### config.mk
export PLATFORM = sky130hd
export DESIGN_NAME = egp_divider
export DESIGN_NICKNAME = d
export VERILOG_FILES = /design/src/rtl/egp_divider.sv
export SDC_FILE = /design/constraint.sdc
export NUM_CORES = 1
export LEC_CHECK = 0
export ABC_AREA = 0
export CORE_MARGIN = 3
export CORE_UTILIZATION = 50
export CTS_CLUSTER_DIAMETER = 40
export CTS_CLUSTER_SIZE = 10
export DETAILED_ROUTE_END_ITERATION = 8
export DONT_BUFFER_PORTS = 1
export HOLD_SLACK_MARGIN = 0.1
export PLACE_DENSITY = 0.75
export SYNTH_ARGS = -nofsm -noshare
export SYNTH_HDL_FRONTEND = slang
export SYNTH_SLANG_ARGS = --single-unit
### constraint.sdc
create_clock -name clk -period 3 [get_ports clk]
set_input_delay 0.45 -clock clk [delete_from_list [all_inputs] [get_ports clk]]
set_output_delay 0.45 -clock clk [all_outputs]
set_load 0.01 [all_outputs]
### src/rtl/egp_divider.sv
// Pipelined restoring divider, one quotient bit per register stage.
// Depends on egp_pkg only through its instantiation parameters.
module egp_divider #(
    parameter int NW = 24,
    parameter int DW = 16,
    parameter int QW = 8
) (
    input  logic          clk,
    input  logic          rst_n,
    input  logic          in_valid,
    input  logic [NW-1:0] dividend,
    input  logic [DW-1:0] divisor,
    output logic          out_valid,
    output logic [QW-1:0] quotient
);

    localparam int RW = (NW > DW + QW) ? NW : DW + QW;

    logic [RW-1:0] rem_reg  [0:QW];
    logic [DW-1:0] dsr_reg  [0:QW];
    logic [QW-1:0] quo_reg  [0:QW];
    logic          over_reg [0:QW];
    logic          vld_reg  [0:QW];

    // Stage zero is the unregistered input; a quotient that does not fit saturates.
    always_comb
    begin
        rem_reg[0]  = RW'(dividend);
        dsr_reg[0]  = divisor;
        quo_reg[0]  = '0;
        over_reg[0] = RW'(dividend) >= (RW'(divisor) << QW);
        vld_reg[0]  = in_valid;
    end

    genvar k;
    generate
        for (k = 0; k < QW; k++)
        begin : g_stage
            logic [RW-1:0] shifted;
            logic          take;

            assign shifted = RW'(dsr_reg[k]) << (QW - 1 - k);
            assign take    = rem_reg[k] >= shifted;

            always_ff @(posedge clk or negedge rst_n)
            begin
                if (!rst_n)
                begin
                    vld_reg[k+1] <= 1'b0;
                end
                else
                begin
                    vld_reg[k+1] <= vld_reg[k];
                end
            end

            always_ff @(posedge clk)
            begin
                rem_reg[k+1]  <= take ? rem_reg[k] - shifted : rem_reg[k];
                dsr_reg[k+1]  <= dsr_reg[k];
                over_reg[k+1] <= over_reg[k];
                quo_reg[k+1]  <= quo_reg[k] | (take ? (QW'(1) << (QW - 1 - k)) : '0);
            end
        end
    endgenerate

    assign out_valid = vld_reg[QW];
    assign quotient  = over_reg[QW] ? '1 : quo_reg[QW];

endmodule

Word-level counts from Yosys, hierarchy flattened
Index checks and enable logic that the tools add are counted.
{ "word_totals": {"register_bits": 360, "input_bits": 43, "output_inout_bits": 9} }
{ "classes": {"n_addsub": 7, "n_mux": 16, "bitwise": 7, "order_cmp": 9} }
{ "op_table": {"columns": ["operator", "n"], "rows": [
  ["24-bit two-way mux", 7],
  ["24-bit by 16-bit greater-or-equal comparator with 1-bit output", 1],
  ["24-bit by 17-bit greater-or-equal comparator with 1-bit output", 1],
  ["24-bit by 18-bit greater-or-equal comparator with 1-bit output", 1],
  ["24-bit by 19-bit greater-or-equal comparator with 1-bit output", 1],
  ["24-bit by 20-bit greater-or-equal comparator with 1-bit output", 1],
  ["24-bit by 21-bit greater-or-equal comparator with 1-bit output", 1],
  ["24-bit by 22-bit greater-or-equal comparator with 1-bit output", 1],
  ["24-bit by 23-bit greater-or-equal comparator with 1-bit output", 1],
  ["24-bit greater-or-equal comparator", 1],
  ["24-bit by 17-bit subtractor with 24-bit output", 1],
  ["24-bit by 18-bit subtractor with 24-bit output", 1],
  ["24-bit by 19-bit subtractor with 24-bit output", 1],
  ["24-bit by 20-bit subtractor with 24-bit output", 1],
  ["24-bit by 21-bit subtractor with 24-bit output", 1],
  ["24-bit by 22-bit subtractor with 24-bit output", 1],
  ["24-bit by 23-bit subtractor with 24-bit output", 1],
  ["8-bit two-way mux", 2],
  ["8-bit by 2-bit bitwise OR with 8-bit output", 1],
  ["8-bit by 3-bit bitwise OR with 8-bit output", 1],
  ["8-bit by 4-bit bitwise OR with 8-bit output", 1],
  ["8-bit by 5-bit bitwise OR with 8-bit output", 1],
  ["8-bit by 6-bit bitwise OR with 8-bit output", 1],
  ["8-bit by 7-bit bitwise OR with 8-bit output", 1],
  ["8 further kinds", 8]
]} }

Depth between registers and ports, before layout
{ "depth": {"word_depth": 3, "depth_mapped": 13, "depth_no_buf": 11} }

Worst setup path after synthesis
OpenSTA, ideal clock, no wires.
{ "synth_timing": {"path_kind": "input-to-reg", "startpoint": "input divisor[10]", "endpoint": "register rem_reg[179] (netlist bit)", "arrival_time_ns": 2.519, "setup_slack_ns": 0.361, "n_path_buf": 2, "path_stages": 10, "cell_sequence": "inv_1 -> ha_1 -> clkbuf_1 -> a21oi_1 -> nor2b_1 -> o21ai_0 -> a31oi_1 -> o41ai_2 -> clkbuf_1 -> mux2_2"} }
{ "synth_between": {"elab_chain_cells": 2} }
{ "synth_rtl": {"columns": ["element", "line", "source"], "rows": [
  ["start, declared", "12", "input logic [DW-1:0] divisor,"],
  ["24-bit by 23-bit greater-or-equal comparator with 1-bit output", "43", "assign take = rem_reg[k] >= shifted;"],
  ["24-bit two-way mux", "59", "rem_reg[k+1] <= take ? rem_reg[k] - shifted : rem_reg[k];"],
  ["end signal, assigned by index", "59", null],
  ["end, declared", "19", "logic [RW-1:0] rem_reg [0:QW];"]
]} }
No other way between the ends.

Worst setup path in the final report
{ "layout_timing": {"startpoint": "register dsr_reg[37] (netlist bit)", "endpoint": "register rem_reg[44] (netlist bit)"} }
{ "layout_between": {"elab_chain_cells": 2, "word_cells_on_any_way": 3, "cone_classes": "add/sub (1); order compare (1); mux (1)"} }
{ "layout_rtl": {"columns": ["element", "line", "source"], "rows": [
  ["start, declared", "20", "logic [DW-1:0] dsr_reg [0:QW];"],
  ["start signal, assigned by index", "60", "dsr_reg[k+1] <= dsr_reg[k];"],
  ["24-bit by 17-bit subtractor with 24-bit output or 24-bit by 17-bit greater-or-equal comparator with 1-bit output (tied branches)", "59, 43", null],
  ["24-bit two-way mux (*)", "59", null]
]} }
Mark *: on every way between the ends. The rest lies on a longest branch, timed or not.

==> flow_summary_export.csv <==
group,metric,value,unit
outcome,status,"completed",
yosys,synth_top_family_by_area,"compound AO/OA/AOI/OAI gates",
routing,avgViaCountPerCell,5.43,
timing,slew_headroom,58.8,%
floorplanning,pin_count,52,
critical_path,cp-end-kind,"flop",
finish,largest_reg_flops,168,
clock_tree,cts_sinks,332,
critical_path,slowest_delay,400,ps
yosys,synth_largest_area_cell,"dfxtp_1",
routing,drtIter0Drc,518,
global_route,grt_pass1_wl,52600,um
timing,rsz0062_at_grt,"no",
flow_run,maxCapViolCount,0,
clock_tree,root_buffer,"clkbuf_16",
placed_design,dpl_cell_area,0.0159,mm2
yosys,synth_edf_count,0,
floorplanning,start_util,51.2,%
yosys,avgSynthCellArea,9.42,um2
critical_path,cpLargestDelayFamily,"compound AO/OA/AOI/OAI gates",
critical_path,path_buf_inv,2,
yosys,synth-xor-area-share,5.88,%
global_route,gr-usage-all-layers,18.7,%
yosys,synth_fp_nets,1823,
yosys,synthCells,1629,
yosys,synthAdderAreaFrac,12.7,%
power,p_per_area,1050,mW/mm2
yosys,async_flop_share,2.41,%
placed_design,hpwl,23900,um
clock_tree,clk_pin_slew,50,ps
critical_path,critical-path-slowest-cell,"a21boi_1",
floorplanning,rows,63,
yosys,synthDistinctLibCells,73,
clock_tree,tritoncts,"done",
timing,fin_worst_skew,18.2,ps
timing,tightest_slew,609,ps
timing,finalSetupViolCount,0,
timing,hold_violations,0,
yosys,netlist_area,0.0153,mm2
clock_tree,h-tree-depth,2,
routing,routed_wl,31500,um
routing,via_count,11500,
yosys,synth_compound_area_share,17.4,%
timing,report.final.slew_viol_count,0,
critical_path,path_cells,"inv_1 -> ha_1 -> o21ai_0 -> nand2b_1 -> a21boi_1 -> a31oi_1 -> o2bb2ai_2 -> buf_4 -> nor4_1 -> xor2_1",
routing,drc,0,
power,leakagePower,7.89,nW
finish,synthToLayoutAreaGrowth,15.5,%
global_route,grt_pass1_vias,11600,
clock_tree,clkLatencyLatePin,540,ps
routing,firstDrtPassIters,5,
global_route,grt_max_degree,33,
yosys,ys.flop_type,"dfxtp_1",
global_route,antenna_found_initial,0,
yosys,synth-seq-cells,332,
critical_path,critPathLaunchType,"flop",
placed_design,gpl.final_weighted_congestion,0.933,
finish,n_antenna_cell,0,
yosys,yosys_warnings,0,
finish,drive_gt1_share,8.90,%
critical_path,cp.arrival,3280,ps
floorplanning,die_y,181,um
critical_path,worstPathRequired,3460,ps
critical_path,crit_type,"flop to flop",
floorplanning,die-area,0.0328,mm2
placed_design,port_buffers,0,
min_path,hold_class,"primary input to flop",
timing,max_freq,0.355,GHz
floorplanning,core_area,0.0300,mm2
yosys,synth_commonest_cells,"324 x dfxtp_1, 172 x inv_1, 144 x ha_1",
yosys,synth_simple_gate_area_share,12.0,%
yosys,seq_area_frac_synth,43.6,%
yosys,synth.most_common_cell,"dfxtp_1",
clock_tree,clockBufferDepth,3,
clock_tree,cts-buffers-inserted,45,
yosys,synth_top_area_share,42.3,%
finish,fill_cells,2510,
timing,period_needed,2820,ps
yosys,synth_area_leaders,"dfxtp_1 42%, ha_1 12%, inv_1 4.2%",
yosys,muxShareOfSynthArea,3.21,%
routing,ant_nets,0,
finish,final_nets,1907,
routing,wire_per_inst,14.9,um
floorplanning,die_w,181,um
timing,fin_crit_sh,93.9,%
power,ir_worst_vdd,444,uV
critical_path,critPathMaxFanout,14,
timing,holdWs,166,ps
finish,post-route-cell-area,0.0177,mm2
global_route,grt_overflow,0,
-- area by class of cell --
| cell class | instances | area (um2) | area share, % |
|---|---|---|---|
| multi-input combinational | 1096 | 7890 | 44.5 |
| timing repair inverter | 1 | 5.00 | 0.0283 |
| clock inverter | 16 | 205 | 1.16 |
| inverter | 172 | 649 | 3.67 |
| timing repair buffer | 65 | 628 | 3.55 |
| tap | 390 | 488 | 2.75 |
| sequential | 332 | 6690 | 37.7 |
| clock buffer | 49 | 1160 | 6.55 |
-- worst register-to-register path: stages (launching register included) --
cell	delay (ps)
dfxtp_1	340
inv_1	50
ha_1	350
o21ai_0	120
nand2b_1	180
a21boi_1	400
a31oi_1	260
o2bb2ai_2	300
buf_4	230
nor4_1	320
xor2_1	190
-- cell usage in the layout (no fill, tap or decap), types with 10 or more instances in the layout --
| cell type | n |
|---|---|
| o21bai_1 | 10 |
| nor4_1 | 13 |
| mux2_2 | 41 |
| a21o_1 | 39 |
| dfxtp_1 | 324 |
| or2_2 | 10 |
| nand2_1 | 118 |
| ha_1 | 144 |
| inv_1 | 171 |
| a31oi_1 | 16 |
| nor3_1 | 18 |
| xor2_1 | 38 |
| dlygate4sd3_1 | 41 |
| a21oi_1 | 101 |
| buf_4 | 21 |
| o21a_1 | 22 |
| o31ai_1 | 16 |
| a211oi_1 | 17 |
| nand4_1 | 18 |
| xnor2_1 | 65 |
| or3_1 | 11 |
| nand3_1 | 31 |
| nand2b_1 | 20 |
| nor2_1 | 80 |
| clkbuf_16 | 45 |
| nor2b_1 | 19 |
| o211ai_1 | 11 |
| o21ai_0 | 126 |
-- power breakdown --
part / switching, mW / leakage [nW] / internal (mW)
clock: 1.80 / 0.670 / 3.02
combinational: 3.92 / 4.40 / 3.44
sequential: 0.681 / 2.82 / 5.65
-- stage by stage --
step	setup WS, ps	TNS [ps]	utilization (%)	std cells	power, mW
2_1_floorplan	361	0	-	1629	11.9
4_1_cts	110	0	59.1	2120	18.5
5_1_grt	8.02	0	59.1	2121	19.8
3_3_place_gp	-2.61	-3.66	53.1	2014	13.3
6_report	184	0	59.1	2121	18.5
3_5_place_dp	-83.1	-568	53.1	2014	13.5
-- final timing paths --
path	from	to	slack [ps]	depth (start not counted)
worst max-delay path	dsr_reg[37]$_DFF_P_	rem_reg[44]$_DFF_P_	180	10
worst min-delay path	dividend[18]	rem_reg[186]$_DFF_P_	170	2
worst max register to register	dsr_reg[37]$_DFF_P_	rem_reg[44]$_DFF_P_	180	10
worst min register to register	quo_reg[21]$_DFF_P_	quo_reg[13]$_DFF_P_	320	0
max in group asynchronous	rst_n	out_valid$_DFF_PN0_	2470	1
min in group asynchronous	rst_n	vld_reg[7]$_DFF_PN0_	260	1
-- per-layer routing --
layer	vias up	wire, um	track usage, %
met5	-	0	0
met4	0	1280	8.14
met3	88	1360	3.36
met2	298	15600	34.1
met1	5262	13200	21.3
li1	5870	-	-
-- kinds of logic (layout without fill, tap and decap cells) --
kind of cell / count (synthesis) / in the layout
fa+ha+maj: 151 / 151
buf+inv: 201 / 303
simple gates: 375 / 375
xor+xnor: 103 / 103
mux: 44 / 44
flops: 332 / 332
compound gates: 423 / 423
-- what timing repair did --
| item | 4_1_cts | 5_1_grt |
|---|---|---|
| setup buffers | 0 | 0 |
| hold buffers | 41 | 0 |
| setup endpoints to repair | 9 | 13 |
| cloned | 0 | 1 |
| resized for setup | 2 | 5 |
| hold endpoints to repair | 48 | 0 |
Power figures use the tool's default switching activity.
