$ cat src/rtl/egp_delay.sv
// Fixed-length shift line that carries side data beside the dividers.
// No package dependency.
module egp_delay #(
    parameter int W     = 8,
    parameter int DEPTH = 8
) (
    input  logic         clk,
    input  logic [W-1:0] din,
    output logic [W-1:0] dout
);

    logic [W-1:0] tap_reg [0:DEPTH-1];

    always_ff @(posedge clk)
    begin
        tap_reg[0] <= din;
        for (int i = 1; i < DEPTH; i++)
        begin
            tap_reg[i] <= tap_reg[i-1];
        end
    end

    assign dout = tap_reg[DEPTH-1];

endmodule
$ cat config.mk
export PLATFORM = sky130hd
export DESIGN_NAME = egp_delay
export DESIGN_NICKNAME = d
export VERILOG_FILES = /design/src/rtl/egp_delay.sv
export SDC_FILE = /design/constraint.sdc
export NUM_CORES = 1
export LEC_CHECK = 0
export BUFFER_PORTS_ARGS = -buffer_cell sky130_fd_sc_hd__buf_4
export CAP_MARGIN = 15
export CORE_MARGIN = 2
export CORE_UTILIZATION = 46
export DETAILED_ROUTE_END_ITERATION = 16
export PLACE_DENSITY_LB_ADDON = 0.05
export SLEW_MARGIN = 20
export SYNTH_ARGS = -nofsm -noshare
export SYNTH_HDL_FRONTEND = slang
export SYNTH_SLANG_ARGS = --single-unit
$ cat constraint.sdc
create_clock -name clk -period 0.8 [get_ports clk]
set_input_delay 0 -clock clk [delete_from_list [all_inputs] [get_ports clk]]
set_output_delay 0 -clock clk [all_outputs]
set_load 0.005 [all_outputs]
# After elaboration in Yosys (flattened, before gate mapping)
# Memory sizes are Yosys's and may differ from the RTL's.
# Cells that the tools add are included.
# totals
reg_bits	0
ramBits	64
inputBits	9
output_inout_bits	8
wordCells	1
n_memories	1
# memory_table
memory	depth	width	read_ports	rd_ports_with_merged_regs	wr	line_no	rtl
tap_reg	8	8	8	0	8	12	logic [W-1:0] tap_reg [0:DEPTH-1];

# Longest topological paths before layout
# Gate-level depths: netlist of the first run.
# logic_depth
word_depth	0
mapped_depth	1
depth_no_buf	0

# Worst setup path before layout of the first run
# No wires, ideal clock.
# synth_path
path_kind	register to output
from	memory tap_reg[7][0], in the netlist tap_reg[1][24]
to	output port dout[0]
arrival_ns	0.393
required_ns	0.800
slack_ns	0.407
path_stages_with_launch	2
n_path_buf	1
cell_sequence	dfxtp_1 -> buf_4
# synth_lines
item	line_no	rtl
start, declared	12	
end, declared	9	output logic [W-1:0] dout

==> out/metrics.cfg, run 1 <==
[setup_path]
critical-path-slowest-cell = dfxtp_2
cp.arrival_ns = 0.78
crit_start = tap_reg[1][28]
crit_required_ns = 0.80
worstSetupStartpointType = flip-flop
critical_path.max_fanout = 1
r2r-start = tap_reg[1][0]
cp_top_family = flip-flops
path_buf_inv = 1
cp-end-kind = output pin
max_stage_delay_ns = 0.33
worst-setup-path-type = reg2out
crit_chain = buf_6

[floorplanning]
io_pins = 17
start_util = 0.486
die_area_um2 = 3360
core_area_um2 = 2760
std_cell_rows = 19
fp.dieW_um = 58
die_y_um = 58

[pwr]
p_per_area_nw_per_um2 = 3300
peakVddDrop_v = 0.00289
finalPower_w = 0.00555
leakage_nw = 0.735

[clock_tree]
htreeDepth = 3
root_buffer = clkbuf_4
cts_buffers = 9
post-cts-setup-buffers = 0
path_clk_slew_ns = 0.09
cts_tree = built
cts_buffer_depth = 2
clock_latency_ns = 0.35
cts.sinks = 64

[timing]
hold_ws_ns = 0.286
fin_skew_ns = 0.00666
slew_violations = 0
postLayoutSetupSlackWorst_ns = 0.0216
hold_viol = 0
rsz0062_at_grt = true
fmax_mhz = 1280
max-slew-margin-rel = 0.934
min_period_ns = 0.778
finalSetupViolCount = 0
finalCritPeriodShare = 0.973
tightest_slew_ns = 0.0985

[layout]
largest_register_ffs = 64
ff_latch_area_um2 = 1280
multiInputCombCellCount = 0
drive_gt1_frac = 0.317
final_cells = 135
multiInputGateArea_um2 = 0
diodes = 0
fill_cells = 218
final_util = 0.610
area_growth_pct = 25.4
finalNetCount = 108

[synth]
yosysWarnings = 0
synth_cell_types = 2
synthCells = 72
syn-cell-area_um2 = 1340
synth_nets = 81
synth_seq_cells = 64
yosysSeqAreaShare = 0.955
synth.avg_cell_area_um2 = 18.6

[global_routing]
grtUsageTotal = 0.0808
grt_max_degree = 11
grt-ovfl-total = 0
grt_pass1_vias = 500
grt_pass1_wl_um = 1770
antenna_found_initial = 0

[route]
wirelength_um = 1010
first_iter_violations = 3
drt_first_pass_iters = 3
drcViolationCount = 0
vias_per_cell = 3.79
antenna_left = 0
vias = 511
wire_per_inst_um = 7.51

[place]
pre_cts_ws_ns = 0.398
io_buffers = 16
place_inst = 111
routabilityCongestion = 0.518

[run_status]
status = complete, no violations

[worst_hold_path]
min_from = din[6]
worstHoldPathType = in2reg

[job]
cap_violations = 0

## routing by layer
metal / vias to the layer above / share of wire / GRT usage
li1: 269 / - / -
met1: 219 / 0.48 / 0.0696
met2: 19 / 0.41 / 0.112
met3: 4 / 0.074 / 0.0536
met4: 0 / 0.034 / 0.0997
met5: - / 0 / 0
## cell usage in the layout (no fill, tap or decap)
cell,instances
clkinv_2,2
dlygate4sd3_1,8
buf_6,4
dfxtp_1,61
bufinv_16,1
clkbuf_1,2
clkbuf_8,2
buf_4,12
dfxtp_2,3
clkbuf_4,9
## stage by stage
stage	instance area (um^2)	TNS [ns]
finish	1680	0
global route	1680	-0.267
global placement	1440	0
CTS	1660	-0.0850
floorplan	1340	0
detailed placement	1440	0
## path summary, 6_finish.rpt
check | slack (ns) | cells after the start | end
max reg2reg | 0.39 | 0 | tap_reg[1][8]
max | 0.02 | 1 | dout[4]
min | 0.29 | 2 | tap_reg[0][6]
min reg2reg | 0.32 | 0 | tap_reg[0][17]
## synthesized netlist by cell type
cell | instances | area [um^2]
dfxtp_1 | 64 | 1280
buf_4 | 8 | 60.1
## logic make-up (layout without fill, tap and decap cells)
group / after synthesis / after routing / synth area share
buffers and inverters: 8 / 40 / 0.0448
DFF: 64 / 64 / 0.955
## area by class of cell
type | count | share of cell area
clock buffers | 13 | 0.0610
clock inverters | 3 | 0.0238
flip-flops and latches | 64 | 0.764
well taps | 31 | 0.0231
repair buffers | 24 | 0.128
## power by group
group | internal [W] | switching, W
logic | 0.0000795 | 0.0000182
clock network | 0.00112 | 0.000948
registers | 0.00336 | 0.0000329
## repair_timing
item / in CTS / in global routing
setup endpoints to repair: 8 / 8
cloned: 0 / 0
gates resized for setup: 0 / 7
endpoints found under the hold margin: 8 / 0
hold buffers: 8 / 0
Note: power is estimated with default switching activity, not from simulation.
==> inputs of run 2 (changes only) <==
--- a/config.mk
+++ b/config.mk
@@ -7,7 +7,6 @@
 export LEC_CHECK = 0
 export BUFFER_PORTS_ARGS = -buffer_cell sky130_fd_sc_hd__buf_4
 export CAP_MARGIN = 15
-export CORE_MARGIN = 2
 export CORE_UTILIZATION = 46
 export DETAILED_ROUTE_END_ITERATION = 16
 export PLACE_DENSITY_LB_ADDON = 0.05
==> constraint.sdc (replaced) <==
create_clock -name clk -period 0.95 [get_ports clk]
set_input_delay 0 -clock clk [delete_from_list [all_inputs] [get_ports clk]]
set_output_delay 0 -clock clk [all_outputs]
set_load 0.005 [all_outputs]
==> out/metrics.cfg, run 2 (synthesis gave the netlist of run 1 again) <==
[timing]
hold_viol = 0  ; unchanged
tightest_slew_ns = 0.107  ; was 0.0985 ns
max-slew-margin-rel = 0.928  ; was 0.934
hold_ws_ns = 0.287  ; was 0.286 ns
fmax_mhz = 1280
min_period_ns = 0.781
rsz0062_at_grt = false  ; was true
slew_violations = 0  ; unchanged
finalCritPeriodShare = 0.822
fin_tns_setup_ns = 0  ; unchanged
fin_skew_ns = 0.00717  ; was 0.00666 ns
finalSetupViolCount = 0  ; unchanged

[setup_path]
worstSetupStartpointType = flip-flop  ; unchanged
critical_path.max_fanout = 1  ; unchanged
crit_chain = buf_4  ; was buf_6
cp_top_family = flip-flops  ; unchanged
cp.arrival_ns = 0.78  ; about the same
critical-path-slowest-cell = dfxtp_1  ; was dfxtp_2
max_stage_delay_ns = 0.31  ; was 0.33 ns
path_buf_inv = 1  ; unchanged
worst-setup-path-type = reg2out  ; unchanged
cp-end-kind = output pin  ; unchanged
crit_required_ns = 0.95  ; was 0.80 ns

[clock_tree]
cts.sinks = 64  ; unchanged
path_clk_slew_ns = 0.09  ; about the same
cts_tree = built  ; unchanged
htreeDepth = 3  ; unchanged
root_buffer = clkbuf_4  ; unchanged
post-cts-setup-buffers = 0  ; unchanged
cts_buffer_depth = 2  ; unchanged
cts_buffers = 9  ; unchanged
clock_latency_ns = 0.35  ; about the same

[route]
first_iter_violations = 9  ; was 3
vias_per_cell = 3.80  ; was 3.79
vias = 505  ; was 511
drcViolationCount = 0  ; unchanged
wirelength_um = 969  ; was 1010 um
antenna_left = 0  ; unchanged
drt_first_pass_iters = 2  ; was 3
wire_per_inst_um = 7.29  ; was 7.51 um

[global_routing]
antenna_found_initial = 0  ; unchanged
grt-ovfl-total = 0  ; unchanged
grt_pass1_wl_um = 1620  ; was 1770 um
grt_max_degree = 10  ; was 11
grt_pass1_vias = 441  ; was 500
grtUsageTotal = 0.0855  ; was 0.0808

[layout]
final_common_cell = dfxtp_1  ; unchanged
largest_register_ffs = 64  ; unchanged
multiInputGateArea_um2 = 0  ; unchanged
diodes = 0  ; unchanged
mostFrequentLayoutCells = dfxtp_1 (64), buf_4 (16), clkbuf_4 (9), dlygate4sd3_1 (8), clkbuf_1 (3)  ; was dfxtp_1 (61), buf_4 (12), clkbuf_4 (9), dlygate4sd3_1 (8), buf_6 (4)
area_growth_pct = 20.6  ; was 25.4%
drive_gt1_frac = 0.265  ; was 0.317
finalNetCount = 108  ; unchanged
multiInputCombCellCount = 0  ; unchanged
fill_cells = 220  ; was 218

[floorplanning]
die_y_um = 56  ; was 58 um
die_area_um2 = 3140  ; was 3360 um^2
std_cell_rows = 19  ; unchanged
start_util = 0.486  ; unchanged
core_area_um2 = 2760  ; unchanged
io_pins = 17  ; unchanged
fp.dieW_um = 56  ; was 58 um

[place]
routabilityCongestion = 0.517  ; was 0.518
io_buffers = 16  ; unchanged

[pwr]
p_seq_frac = 0.669  ; was 0.610
switchingPower_w = 0.000786  ; was 0.000999 W
leakage_nw = 0.706  ; was 0.735 nW
p_per_area_nw_per_um2 = 2630  ; was 3300 nW/um^2
p_sw_frac = 0.185  ; was 0.180
combPwrFrac = 0.018  ; about the same
internal_power_w = 0.00347  ; was 0.00456 W
clock_power_share = 0.313  ; was 0.372
peakVddDrop_v = 0.00178  ; was 0.00289 V

[job]
cap_violations = 0  ; unchanged

[worst_hold_path]
worstHoldPathType = in2reg  ; unchanged

[run_status]
status = complete, no violations  ; unchanged

## run 2: cell count changes in the layout (fill, tap and decap cells not counted), sizes merged
cell and change:
bufinv -1, clkinv -1
## run 2: area by class of cell
| class | count | area, um^2 | area share |
|---|---|---|---|
| Tap cell | 31 | 38.8 | 0.0240 |
| Sequential cell | 64 | 1280 | 0.792 |
| Clock inverter | 1 | 5.00 | 0.00309 |
| Clock buffer | 13 | 92.6 | 0.0572 |
| Timing Repair Buffer | 24 | 200 | 0.124 |
## run 2: layer usage
layer  part of all wire  global-route usage  vias to the layer above  wire length, um
met1               0.48              0.0646                      211              467
li1                   -                   -                      265                -
met3              0.091              0.0767                        6               88
met2               0.39               0.104                       23              375
met5                  0                   0                        -                0
met4              0.039               0.125                        0               38
## run 2: repair_timing
action | 4_1_cts | 5_1_grt
hold buffers | 8 | 0
gates resized for setup | 0 | 0
setup endpoints to repair | 0 | 0
hold endpoints to repair | 8 | 0
## run 2: stage by stage
step / area [um^2] / std cells / setup WS [ns] / util / total power (W)
floorplan: 1340 / 72 / 0.557 / - / 0.00293
global placement: 1440 / 111 / 0.555 / 0.522 / 0.00296
detailed placement: 1440 / 111 / 0.550 / 0.522 / 0.00297
CTS: 1620 / 133 / 0.121 / 0.587 / 0.00435
global route: 1620 / 133 / 0.0943 / 0.587 / 0.00451
finish: 1620 / 133 / 0.169 / 0.587 / 0.00426
## run 2: worst paths after layout
kind / slack [ns] / start / endpoint / cells past startpoint
min reg2reg: 0.33 / tap_reg[1][14] / tap_reg[1][22] / 0
max reg2reg: 0.54 / tap_reg[0][24] / tap_reg[1][0] / 0
max: 0.17 / tap_reg[1][27] / dout[3] / 1
min: 0.29 / din[0] / tap_reg[0][0] / 2
## run 2: power groups by stage
stage                     clock network (W)  logic [W]  registers [W]
after floorplan                           0  0.0000270        0.00291
after global placement                    0  0.0000509        0.00291
after detailed placement                  0  0.0000514        0.00292
after CTS                           0.00142  0.0000770        0.00285
after global routing                0.00157  0.0000804        0.00286
final                               0.00133  0.0000769        0.00285
==> inputs of run 3 (changes only) <==
==> constraint.sdc (replaced) <==
create_clock -name clk -period 0.8 [get_ports clk]
set_input_delay 0 -clock clk [delete_from_list [all_inputs] [get_ports clk]]
set_output_delay 0 -clock clk [all_outputs]
set_load 0.005 [all_outputs]
==> out/metrics.cfg, run 3 (synthesis gave the netlist of run 1 again) <==
[route]
antenna_left = 0  ; unchanged
drcViolationCount = 0  ; unchanged
first_iter_violations = 7  ; was 9
wire_per_inst_um = 7.29  ; about the same
drt_first_pass_iters = 2  ; unchanged
vias = 507  ; was 505
vias_per_cell = 3.81  ; was 3.80
wirelength_um = 970  ; was 969 um

[setup_path]
worst-setup-path-type = reg2out  ; unchanged
path_buf_inv = 1  ; unchanged
cp_top_family = flip-flops  ; unchanged
cp.arrival_ns = 0.78  ; about the same
crit_required_ns = 0.80  ; was 0.95 ns
r2r-start = tap_reg[0][24]  ; unchanged
max_stage_delay_ns = 0.31  ; about the same
crit_chain = buf_4  ; unchanged
worstSetupStartpointType = flip-flop  ; unchanged
cp-end-kind = output pin  ; unchanged
critical-path-slowest-cell = dfxtp_1  ; unchanged
crit_start = tap_reg[1][27]  ; unchanged
critical_path.max_fanout = 1  ; unchanged

[timing]
hold_ws_ns = 0.287  ; unchanged
tightest_slew_ns = 0.107  ; unchanged
slew_violations = 0  ; unchanged
finalCritPeriodShare = 0.978
max-slew-margin-rel = 0.928  ; unchanged
min_period_ns = 0.783
finalSetupViolCount = 0  ; unchanged
fmax_mhz = 1280
fin_tns_setup_ns = 0  ; unchanged
fin_skew_ns = 0.00717  ; unchanged
rsz0062_at_grt = true  ; was false
hold_viol = 0  ; unchanged

[floorplanning]
core_area_um2 = 2760  ; unchanged
fp.dieW_um = 56  ; unchanged
die_area_um2 = 3140  ; unchanged
start_util = 0.486  ; unchanged
std_cell_rows = 19  ; unchanged
io_pins = 17  ; unchanged
die_y_um = 56  ; unchanged

[pwr]
finalPower_w = 0.00506  ; was 0.00426 W
leakage_nw = 0.709  ; was 0.706 nW
p_per_area_nw_per_um2 = 3110  ; was 2630 nW/um^2
peakVddDrop_v = 0.00211  ; was 0.00178 V

[layout]
final_common_cell = dfxtp_1  ; unchanged
mostFrequentLayoutCells = dfxtp_1 (62), buf_4 (14), clkbuf_4 (9), dlygate4sd3_1 (8), clkbuf_1 (3)  ; was dfxtp_1 (64), buf_4 (16), clkbuf_4 (9), dlygate4sd3_1 (8), clkbuf_1 (3)
finalNetCount = 108  ; unchanged
largest_register_ffs = 64  ; unchanged
final_cells = 133  ; unchanged
diodes = 0  ; unchanged
area_growth_pct = 21.4  ; was 20.6%
multiInputGateArea_um2 = 0  ; unchanged
drive_gt1_frac = 0.284  ; was 0.265
multiInputCombCellCount = 0  ; unchanged
fill_cells = 219  ; was 220

[clock_tree]
htreeDepth = 3  ; unchanged
cts.sinks = 64  ; unchanged
path_clk_slew_ns = 0.09  ; about the same
root_buffer = clkbuf_4  ; unchanged
cts_tree = built  ; unchanged
cts_buffers = 9  ; unchanged
cts_buffer_depth = 2  ; unchanged
clock_latency_ns = 0.35  ; about the same

[global_routing]
antenna_found_initial = 0  ; unchanged
grt_pass1_wl_um = 1620  ; unchanged
grtUsageTotal = 0.0855  ; unchanged
grt_pass1_vias = 441  ; unchanged
grt_max_degree = 10  ; unchanged
grt-ovfl-total = 0  ; unchanged

[run_status]
status = complete, no violations  ; unchanged

[worst_hold_path]
min_from = din[0]  ; unchanged
worstHoldPathType = in2reg  ; unchanged

[place]
place_inst = 111  ; unchanged
routabilityCongestion = 0.517  ; unchanged
io_buffers = 16  ; unchanged

[job]
cap_violations = 0  ; unchanged

[run 3: final timing paths]
path	endpoint	slack, ns	depth (start not counted)
worst max register to register	tap_reg[1][0]	0.39	0
worst min-delay path	tap_reg[0][0]	0.29	2
worst max-delay path	dout[3]	0.02	1
worst min register to register	tap_reg[1][22]	0.33	0
[run 3: per-stage QoR]
step / utilization / cell area (um^2) / setup slack (ns)
global route: 0.590 / 1630 / -0.0557
global placement: 0.522 / 1440 / 0.405
floorplan: - / 1340 / 0.407
detailed placement: 0.522 / 1440 / 0.400
finish: 0.590 / 1630 / 0.0172
CTS: 0.587 / 1620 / -0.0286
[run 3: power by group]
group          internal (W)  total (W)  switching (W)  leakage [nW]
logic             0.0000764  0.0000944      0.0000180         0.113
registers           0.00335    0.00339      0.0000309         0.540
clock network      0.000694    0.00158       0.000886        0.0560
total               0.00412    0.00506       0.000935         0.709
[run 3: what timing repair did]
item / 4_1_cts / 5_1_grt
cloned: 0 / 0
buffers inserted: 0 / 0
endpoints found under the setup margin: 8 / 8
hold buffers: 8 / 0
pin swaps: 0 / 0
hold endpoints to repair: 8 / 0
resized for setup: 0 / 4
[run 3: metal layers]
layer | global-route usage | wire length, um
met1 | 0.0646 | 468
met2 | 0.104 | 378
met3 | 0.0767 | 84
met4 | 0.125 | 38
met5 | 0 | 0
[run 3: layout make-up]
type / instances / area, um^2 / area share
clock buffer: 13 / 92.6 / 0.0569
clock inverter: 1 / 5.00 / 0.00307
sequential: 64 / 1280 / 0.789
tap: 31 / 38.8 / 0.0238
timing repair buffer: 24 / 208 / 0.128
